**src/sv/lfu_pkg.sv**
```systemverilog
`timescale 1ns / 1ps
`default_nettype none
// ----------------------------------------------------------------------------
// lfu_pkg
// Shared sizes, codes and bus types of the least-frequently-used cache table.
// ----------------------------------------------------------------------------
package lfu_pkg;

	// table geometry
	localparam int ENTRIES    = 16;
	localparam int KEY_BITS   = 64;
	localparam int VALUE_BITS = 64;
	localparam int IDX_W      = (ENTRIES > 1) ? $clog2(ENTRIES) : 1;
	localparam int CNT_W      = $clog2(ENTRIES + 1);

	// field widths on the ports
	localparam int FUNC_W  = 2;
	localparam int KEY_W   = 64;
	localparam int VALUE_W = 64;
	localparam int SLOT_W  = 4;
	localparam int CFG_W   = 5;

	localparam int S_TDATA_W = ((KEY_W + VALUE_W + 7) / 8) * 8;
	localparam int M_TDATA_W = ((VALUE_W + SLOT_W + 7) / 8) * 8;

	localparam logic [CFG_W-1:0] CFG_RESET = CFG_W'(16);

	// access counts
	localparam int COUNT_BITS = 16;
	localparam logic [COUNT_BITS-1:0] COUNT_MAX = '1;
	localparam logic [COUNT_BITS-1:0] COUNT_ONE = COUNT_BITS'(1);

	// operation codes
	typedef enum logic [FUNC_W-1:0] {
		FN_GET    = 2'd0,
		FN_UPDATE = 2'd1,
		FN_INSERT = 2'd2,
		FN_DELETE = 2'd3
	} func_t;

	// registered read of one slot
	typedef struct packed {
		logic                  valid;
		logic [COUNT_BITS-1:0] count;
		logic [KEY_BITS-1:0]   key;
		logic [VALUE_BITS-1:0] value;
	} st_rd_t;

	// write of one slot
	typedef struct packed {
		logic                  we;
		logic                  key_en;
		logic                  val_en;
		logic [IDX_W-1:0]      idx;
		logic                  valid;
		logic [COUNT_BITS-1:0] count;
		logic [KEY_BITS-1:0]   key;
		logic [VALUE_BITS-1:0] value;
	} st_wr_t;

endpackage
`default_nettype wire

```
**src/sv/lfu_store.sv**
```systemverilog
`timescale 1ns / 1ps
`default_nettype none
// ----------------------------------------------------------------------------
// lfu_store
// Slot storage: key and value memories, valid marks and access counts,
// one registered read port and one write port.
// ----------------------------------------------------------------------------
module lfu_store (
	input  wire logic                       clk,
	input  wire logic                       arst_n,
	input  wire logic [lfu_pkg::IDX_W-1:0]  rd_addr,
	output lfu_pkg::st_rd_t                 rd,
	input  wire lfu_pkg::st_wr_t            wr
);
	import lfu_pkg::*;

	logic [KEY_BITS-1:0]   key_mem [ENTRIES];
	logic [VALUE_BITS-1:0] val_mem [ENTRIES];
	logic                  valid_q [ENTRIES];
	logic [COUNT_BITS-1:0] count_q [ENTRIES];

	// key and value memories, registered read
	always_ff @(posedge clk) begin
		if (wr.we && wr.key_en) begin
			key_mem[wr.idx] <= wr.key;
		end
		if (wr.we && wr.val_en) begin
			val_mem[wr.idx] <= wr.value;
		end
		rd.key   <= key_mem[rd_addr];
		rd.value <= val_mem[rd_addr];
		rd.valid <= valid_q[rd_addr];
		rd.count <= count_q[rd_addr];
	end

	// valid marks and counts, cleared at reset
	always_ff @(posedge clk or negedge arst_n) begin
		if (!arst_n) begin
			for (int i = 0; i < ENTRIES; i++) begin
				valid_q[i] <= 1'b0;
				count_q[i] <= '0;
			end
		end else if (wr.we) begin
			valid_q[wr.idx] <= wr.valid;
			count_q[wr.idx] <= wr.count;
		end
	end

endmodule
`default_nettype wire

```
**src/sv/lfu_cmp_unit.sv**
```systemverilog
`timescale 1ns / 1ps
`default_nettype none
// ----------------------------------------------------------------------------
// lfu_cmp_unit
// Shared compare unit: key equality and count ordering for one slot a cycle.
// ----------------------------------------------------------------------------
module lfu_cmp_unit (
	input  wire logic [lfu_pkg::KEY_BITS-1:0]   key_a,
	input  wire logic [lfu_pkg::KEY_BITS-1:0]   key_b,
	input  wire logic [lfu_pkg::COUNT_BITS-1:0] cnt_a,
	input  wire logic [lfu_pkg::COUNT_BITS-1:0] cnt_b,
	output logic                                key_eq,
	output logic                                cnt_le
);
	import lfu_pkg::*;

	// equality and less-or-equal
	assign key_eq = (key_a == key_b);
	assign cnt_le = (cnt_a <= cnt_b);

endmodule
`default_nettype wire

```
**src/sv/lfu_cache_table_core.sv**
```systemverilog
`timescale 1ns / 1ps
`default_nettype none
// ----------------------------------------------------------------------------
// lfu_cache_table_core
// Least-frequently-used cache table with get, update, insert and delete.
// ----------------------------------------------------------------------------
// One request is handled at a time. After a request is taken, the sequencer
// reads one slot per cycle through the slot storage and checks it with a
// single shared comparator, stopping at the first hit (or first free slot
// for insert) or after the last of n active slots, where n is entries_in_use
// clamped to 1..16; the write step then writes the slot on a hit and loads
// the result register. A result still waiting in the result register holds
// the write step until it is taken. The result register holds a finished
// result while the next request is already being accepted.
// ----------------------------------------------------------------------------
module lfu_cache_table_core (
	input  wire logic                            clk,
	input  wire logic                            arst_n,
	// configuration: entries_in_use
	input  wire logic                            cfg_valid,
	output logic                                 cfg_ready,
	input  wire logic [lfu_pkg::CFG_W-1:0]       cfg_data,
	// request: tdata = key[63:0], value[127:64]; tuser = func[1:0]
	input  wire logic                            s_tvalid,
	output logic                                 s_tready,
	input  wire logic [lfu_pkg::S_TDATA_W-1:0]   s_tdata,
	input  wire logic [lfu_pkg::FUNC_W-1:0]      s_tuser,
	// result: tdata = read_value[63:0], slot[67:64], zero pad; tuser = hit
	output logic                                 m_tvalid,
	input  wire logic                            m_tready,
	output logic [lfu_pkg::M_TDATA_W-1:0]        m_tdata,
	output logic                                 m_tuser
);
	import lfu_pkg::*;

	typedef enum logic [1:0] {
		ST_IDLE,
		ST_SCAN,
		ST_WRITE
	} state_t;

	state_t                state_q;
	logic [CFG_W-1:0]      cfg_q;
	logic [CNT_W-1:0]      n_q;
	logic [CNT_W-1:0]      n_d;
	func_t                 op_q;
	logic [KEY_BITS-1:0]   key_q;
	logic [VALUE_BITS-1:0] val_q;
	logic [CNT_W-1:0]      rd_idx_q;
	logic                  cmp_vld_s1;
	logic [CNT_W-1:0]      cmp_idx_s1;
	logic [IDX_W-1:0]      pick_q;
	logic [COUNT_BITS-1:0] min_q;
	logic                  hit_q;
	logic [IDX_W-1:0]      tgt_q;
	logic [COUNT_BITS-1:0] tgt_cnt_q;
	logic [VALUE_BITS-1:0] rdval_q;
	logic                  m_tvalid_q;
	logic [M_TDATA_W-1:0]  m_tdata_q;
	logic                  m_tuser_q;

	st_rd_t                rd;
	st_wr_t                wr;
	logic                  key_eq;
	logic                  cnt_le;
	logic                  is_ins;
	logic                  found;
	logic                  last;
	logic [IDX_W-1:0]      cur_idx;
	logic [IDX_W-1:0]      pick_nxt;
	logic [COUNT_BITS-1:0] min_nxt;
	logic                  out_free;
	logic [SLOT_W-1:0]     res_slot;
	logic [VALUE_W-1:0]    res_val;

	// configuration register
	assign cfg_ready = 1'b1;

	always_ff @(posedge clk or negedge arst_n) begin
		if (!arst_n) begin
			cfg_q <= CFG_RESET;
		end else if (cfg_valid && cfg_ready) begin
			cfg_q <= cfg_data;
		end
	end

	// active slot count, clamped to 1..ENTRIES
	always_comb begin
		if (cfg_q == '0) begin
			n_d = CNT_W'(1);
		end else if (int'(cfg_q) > ENTRIES) begin
			n_d = CNT_W'(ENTRIES);
		end else begin
			n_d = CNT_W'(cfg_q);
		end
	end

	// slot storage and shared comparator
	lfu_store u_store (
		.clk     (clk),
		.arst_n  (arst_n),
		.rd_addr (rd_idx_q[IDX_W-1:0]),
		.rd      (rd),
		.wr      (wr)
	);

	lfu_cmp_unit u_cmp (
		.key_a  (rd.key),
		.key_b  (key_q),
		.cnt_a  (rd.count),
		.cnt_b  (min_q),
		.key_eq (key_eq),
		.cnt_le (cnt_le)
	);

	// per-slot evaluation
	assign is_ins  = (op_q == FN_INSERT);
	assign cur_idx = cmp_idx_s1[IDX_W-1:0];
	assign found   = is_ins ? !rd.valid : (rd.valid && key_eq);
	assign last    = (cmp_idx_s1 == (n_q - CNT_W'(1)));

	// running minimum, last slot wins on ties
	always_comb begin
		if (cmp_idx_s1 == '0 || cnt_le) begin
			pick_nxt = cur_idx;
			min_nxt  = rd.count;
		end else begin
			pick_nxt = pick_q;
			min_nxt  = min_q;
		end
	end

	assign out_free = !m_tvalid_q || m_tready;

	// result fields, zero on a miss; the read value is zero except on a get
	assign res_val  = (hit_q && op_q == FN_GET) ? VALUE_W'(rdval_q) : '0;
	assign res_slot = hit_q ? SLOT_W'(tgt_q) : '0;

	// slot write at the end of a request
	always_comb begin
		wr        = '0;
		wr.idx    = tgt_q;
		wr.key    = key_q;
		wr.value  = val_q;
		wr.we     = (state_q == ST_WRITE) && out_free && hit_q;
		case (op_q)
			FN_GET: begin
				wr.valid = 1'b1;
				wr.count = (tgt_cnt_q == COUNT_MAX) ? tgt_cnt_q
					: tgt_cnt_q + COUNT_ONE;
			end
			FN_UPDATE: begin
				wr.valid  = 1'b1;
				wr.val_en = 1'b1;
				wr.count  = COUNT_ONE;
			end
			FN_INSERT: begin
				wr.valid  = 1'b1;
				wr.key_en = 1'b1;
				wr.val_en = 1'b1;
				wr.count  = COUNT_ONE;
			end
			default: begin
				wr.valid = 1'b0;
				wr.count = '0;
			end
		endcase
	end

	// sequencer
	always_ff @(posedge clk or negedge arst_n) begin
		if (!arst_n) begin
			state_q    <= ST_IDLE;
			n_q        <= CNT_W'(1);
			op_q       <= FN_GET;
			key_q      <= '0;
			val_q      <= '0;
			rd_idx_q   <= '0;
			cmp_vld_s1 <= 1'b0;
			cmp_idx_s1 <= '0;
			pick_q     <= '0;
			min_q      <= '0;
			hit_q      <= 1'b0;
			tgt_q      <= '0;
			tgt_cnt_q  <= '0;
			rdval_q    <= '0;
			m_tvalid_q <= 1'b0;
			m_tdata_q  <= '0;
			m_tuser_q  <= 1'b0;
		end else begin
			if (m_tvalid_q && m_tready && state_q != ST_WRITE) begin
				m_tvalid_q <= 1'b0;
			end
			case (state_q)
				ST_IDLE: begin
					if (s_tvalid) begin
						op_q       <= func_t'(s_tuser);
						key_q      <= s_tdata[KEY_BITS-1:0];
						val_q      <= s_tdata[KEY_W +: VALUE_BITS];
						n_q        <= n_d;
						rd_idx_q   <= '0;
						cmp_vld_s1 <= 1'b0;
						state_q    <= ST_SCAN;
					end
				end
				ST_SCAN: begin
					// stop on the slot read last cycle, else issue the next read
					if (cmp_vld_s1 && (found || last)) begin
						cmp_vld_s1 <= 1'b0;
						hit_q      <= found || is_ins;
						tgt_q      <= found ? cur_idx : (is_ins ? pick_nxt : '0);
						tgt_cnt_q  <= rd.count;
						rdval_q    <= rd.value;
						state_q    <= ST_WRITE;
					end else if (rd_idx_q < n_q) begin
						rd_idx_q   <= rd_idx_q + CNT_W'(1);
						cmp_vld_s1 <= 1'b1;
						cmp_idx_s1 <= rd_idx_q;
					end else begin
						cmp_vld_s1 <= 1'b0;
					end
					// running minimum over the slots read so far
					if (cmp_vld_s1) begin
						pick_q <= pick_nxt;
						min_q  <= min_nxt;
					end
				end
				ST_WRITE: begin
					if (out_free) begin
						m_tvalid_q <= 1'b1;
						m_tuser_q  <= hit_q;
						m_tdata_q  <= M_TDATA_W'({res_slot, res_val});
						state_q    <= ST_IDLE;
					end
				end
				default: begin
					state_q <= ST_IDLE;
				end
			endcase
		end
	end

	assign s_tready = (state_q == ST_IDLE);
	assign m_tvalid = m_tvalid_q;
	assign m_tdata  = m_tdata_q;
	assign m_tuser  = m_tuser_q;

	// a new result appears only out of the write step
	a_result_from_write: assert property (@(posedge clk) disable iff (!arst_n)
		$rose(m_tvalid) |-> $past(state_q == ST_WRITE))
		else $error("result raised outside the write step");

	// a miss carries all-zero data
	a_miss_zero: assert property (@(posedge clk) disable iff (!arst_n)
		(m_tvalid && !m_tuser) |-> (m_tdata == '0))
		else $error("miss result with nonzero data");

	// scan pointer never goes beyond the active slot count
	a_scan_bound: assert property (@(posedge clk) disable iff (!arst_n)
		(state_q == ST_SCAN) |-> (rd_idx_q <= n_q))
		else $error("scan pointer past active slots");

	// storage is written only in the write step
	a_write_step: assert property (@(posedge clk) disable iff (!arst_n)
		wr.we |-> (state_q == ST_WRITE && hit_q))
		else $error("slot write outside the write step");

endmodule
`default_nettype wire

```
**config.mk**
```make
export PLATFORM = sky130hd
export DESIGN_NAME = lfu_cache_table_core
export DESIGN_NICKNAME = d
export VERILOG_FILES = /design/src/sv/lfu_pkg.sv /design/src/sv/lfu_store.sv /design/src/sv/lfu_cmp_unit.sv /design/src/sv/lfu_cache_table_core.sv
export SDC_FILE = /design/constraint.sdc
export NUM_CORES = 2
export LEC_CHECK = 0
export BUFFER_PORTS_ARGS = -buffer_cell sky130_fd_sc_hd__buf_2
export CAP_MARGIN = 25
export CORE_AREA = 2 2 395 690
export CTS_CLUSTER_SIZE = 20
export DETAILED_ROUTE_END_ITERATION = 10
export DIE_AREA = 0 0 397 692
export HOLD_SLACK_MARGIN = 0.03
export SLEW_MARGIN = 20
export SYNTH_ARGS = -nofsm -noshare
export SYNTH_HDL_FRONTEND = slang
export SYNTH_HIERARCHICAL = 1
export SYNTH_SLANG_ARGS = --single-unit
```
**constraint.sdc**
```tcl
create_clock -name clk -period 8.1 [get_ports clk]
set_input_delay 0.81 -clock clk [delete_from_list [all_inputs] [get_ports clk]]
set_output_delay 0.81 -clock clk [all_outputs]
set_load 0.005 [all_outputs]
```
==> impl_metrics.csv <==
group,metric,value,unit
global_route,grt_max_degree,129,
synthesis,synth_fa_ha_area_frac,0.00304,
synthesis,synthMuxAreaShare,0.167,
synthesis,async_flop_share,0.215,
sta,fin_crit_sh,0.607,
synthesis,synth_most_common_cell,"edfxtp_1",
synthesis,synth_top_area_frac,0.574,
cells_and_area,synthToLayoutAreaGrowth,13.4,%
drt,vias,53700,
synthesis,ys_seq_area_frac,0.741,
synthesis,synth-simple-area-share,0.0352,
die,fp.dieH,692,um
synthesis,synth_edf_count,2048,
global_route,grt-ovfl-total,0,
die,initial_core_util,0.398,
worst_setup_path,critPathRequiredTime,8810,ps
worst_setup_path,cp-start-kind,"flop",
drt,drc,0,
global_route,antenna_found_initial,15,
drt,wire_per_inst,27.8,um
cells_and_area,design_area,121000,um^2
synthesis,synth_top_family_by_area,"multiplexers",
power_and_ir_drop,ir_drop,0.229,mV
synthesis,yosys.area.top_type,"edfxtp_1",
clocking,postCtsSetupBuffers,0,
die,ios,216,
worst_setup_path,worstSetupEndpointType,"flop",
clocking,cts_buffer_depth,4,
sta,hold_violations,0,
drt,antenna_left,0,
clocking,clock_latency,840,ps
place,dp_hpwl,156000,um
global_route,grt_pass1_vias,56900,
sta,tns,0,ps
clocking,cts_tree,"done",
synthesis,synth_ff_type,"edfxtp_1",
place,place_area,113000,um^2
synthesis,synth_xor_area_frac,0.00646,
job,maxCapViolCount,0,
drt,routed_wl,270000,um
place,gp_congestion,0.772,
cells_and_area,nNetsFinal,6106,
power_and_ir_drop,p_leak,43.2,nW
drt,via_per_inst,5.52,
synthesis,synthCells,5630,
synthesis,synth-seq-cells,2793,
drt,drt_iter0_markers,4763,
clocking,root_buffer,"clkbuf_16",
die,fp.dieW,397,um
place,numPortBuffers,210,
sta,fin_skew,86.1,ps
worst_setup_path,arrival,5630,ps
synthesis,synth_compound_area_frac,0.0298,
synthesis,synth_common_cells,"edfxtp_1 (2,048), nand2_1 (634), dfrtp_1 (598)",
synthesis,avgSynthCellArea,19.0,um^2
power_and_ir_drop,powerDensity,338,nW/um^2
clocking,ctsHtreeMaxLevel,5,
sta,min_period,4920,ps
synthesis,synthDistinctLibCells,65,
global_route,grt_usage,0.195,
outcome,status,"complete, no violations",
sta,finalSetupViolCount,0,
clocking,clk_pin_slew,60,ps
sta,worstMarginPinSlew,1120,ps
min_path,hold_class,"in2reg",
die,rows,252,
die,die_area,275000,um^2
die,core-area,269000,um^2
clocking,cts_sinks,2793,
sta,rsz0062_at_grt,"false",
drt,firstDrtPassIters,5,
clocking,cts_buffers,270,
synthesis,ys_top_cells_by_area,"edfxtp_1 (57%), dfrtp_1 (14%), mux4_2 (11%)",
cells_and_area,drive_gt1_frac,0.297,
global_route,grt_pass1_wl,392000,um
sta,maxSlewViolCount,0,
sta,max-slew-margin-rel,0.252,
sta,fmax,203,MHz
synthesis,yosys_warnings,6,
worst_setup_path,crit_fanout,27,
worst_setup_path,path_class,"reg2reg",
synthesis,syn_area,107000,um^2
==> path summary, 6_finish.rpt <==
path                       cells after the start  slack [ps]                  end            from
setup reg to reg                               9        3180          rdval_q[26]       key_q[21]
setup / recovery                               9        3180          rdval_q[26]       key_q[21]
hold reg to reg                                1         440          rdval_q[29]  u_store/rd[29]
hold / removal                                 3         150            key_q[26]     s_tdata[26]
max in group asynchronous                      4        5400  u_store/count_q[48]          arst_n
min in group asynchronous                      2         610             min_q[2]          arst_n
==> area by class of cell <==
class                           instances  area (um^2)
Antenna cell                            3         7.51
Clock buffer                          365         7510
Clock inverter                        125         1290
Fill cell                           22800       147000
Inverter                               28          105
Multi-Input combinational cell       2489        26200
Sequential cell                      2793        79400
Tap cell                             3556         4450
Timing Repair Buffer                  358         2430
==> power breakdown <==
part           total [mW]  leakage [nW]  switching (mW)  internal (mW)
clock network        12.6          4.30            5.39           7.26
registers            20.0          27.7            2.03           17.9
logic                8.41          11.2            4.69           3.72
total                41.0          43.2            12.1           28.9
==> flip-flops by register name (all words and copies together), names as in the netlist, 16 cells and up <==
name and flops:
tgt_cnt_q 16, u_store/count_q 256, u_store/val_mem 1024, rdval_q 64
val_q 64, m_tdata 68, key_q 64, u_store/valid_q 16
u_store/key_mem 1024, u_store/rd 145, min_q 16
==> layout by cell type, fill, tap and decap left out, drive strengths merged, types with 8 or more instances in the layout <==
| cell type | Yosys | layout |
|---|---|---|
| clkbuf | 153 | 365 |
| nand3 | 13 | 13 |
| bufinv | 0 | 22 |
| and2 | 8 | 8 |
| o221ai | 44 | 44 |
| dfxtp | 145 | 145 |
| o22a | 17 | 17 |
| nand2b | 22 | 22 |
| a221oi | 8 | 8 |
| o21ai | 113 | 113 |
| xor2 | 72 | 72 |
| clkinv | 0 | 77 |
| clkinvlp | 0 | 9 |
| mux2i | 51 | 51 |
| o22ai | 10 | 10 |
| ha | 26 | 26 |
| inv | 28 | 45 |
| buf | 170 | 357 |
| mux4 | 520 | 520 |
| nor4 | 18 | 18 |
| nor2b | 55 | 55 |
| nor2 | 56 | 56 |
| nand4 | 12 | 12 |
| nor3 | 28 | 28 |
| a22oi | 214 | 214 |
| mux2 | 477 | 477 |
| nand2 | 635 | 635 |
| a21oi | 22 | 22 |
| dfrtp | 598 | 598 |
| edfxtp | 2048 | 2048 |
==> stage by stage <==
stage	total power [mW]	setup slack [ps]	cells	utilization	hold WS (ps)
CTS	41.5	2990	9710	0.451	88.7
floorplan	25.5	1070	5633	-	439
finish	41.0	3180	9717	0.452	149
detailed placement	28.9	2960	9219	0.419	448
global placement	28.6	2070	9212	0.418	444
global route	42.7	2990	9715	0.452	128
==> layer usage <==
metal / GRT usage / vias up / wire length [um]
li1: - / 22700 / -
met1: 0.242 / 29000 / 106000
met2: 0.356 / 1560 / 146000
met3: 0.0233 / 409 / 12200
met4: 0.0486 / 4 / 6380
met5: 0 / - / 27
==> critical path, stage by stage (launching register included) <==
cell and delay (ps):
dfrtp_1 690, xor2_1 180, nor4_1 760, nand4_1 350, nor4_4 770, buf_4 250, and3b_1 230, o311a_4 650
buf_4 520, mux2_4 350
==> cells by family after synthesis <==
| logic type | after synthesis |
|---|---|
| other | 2 |
| adder cells (fa/ha/maj) | 26 |
| flip-flops | 2793 |
| buffers and inverters | 351 |
| multiplexers | 1048 |
| AND/OR/NAND/NOR | 875 |
| AO/OA/AOI/OAI | 456 |
| XOR/XNOR | 79 |
==> timing repair <==
| action | CTS | global route |
|---|---|---|
| gates resized for setup | 0 | 0 |
| endpoints found under the hold margin | 63 | 0 |
| setup endpoints to repair | 0 | 0 |
| hold buffers | 1 | 0 |
Power figures use the tool's default switching activity.
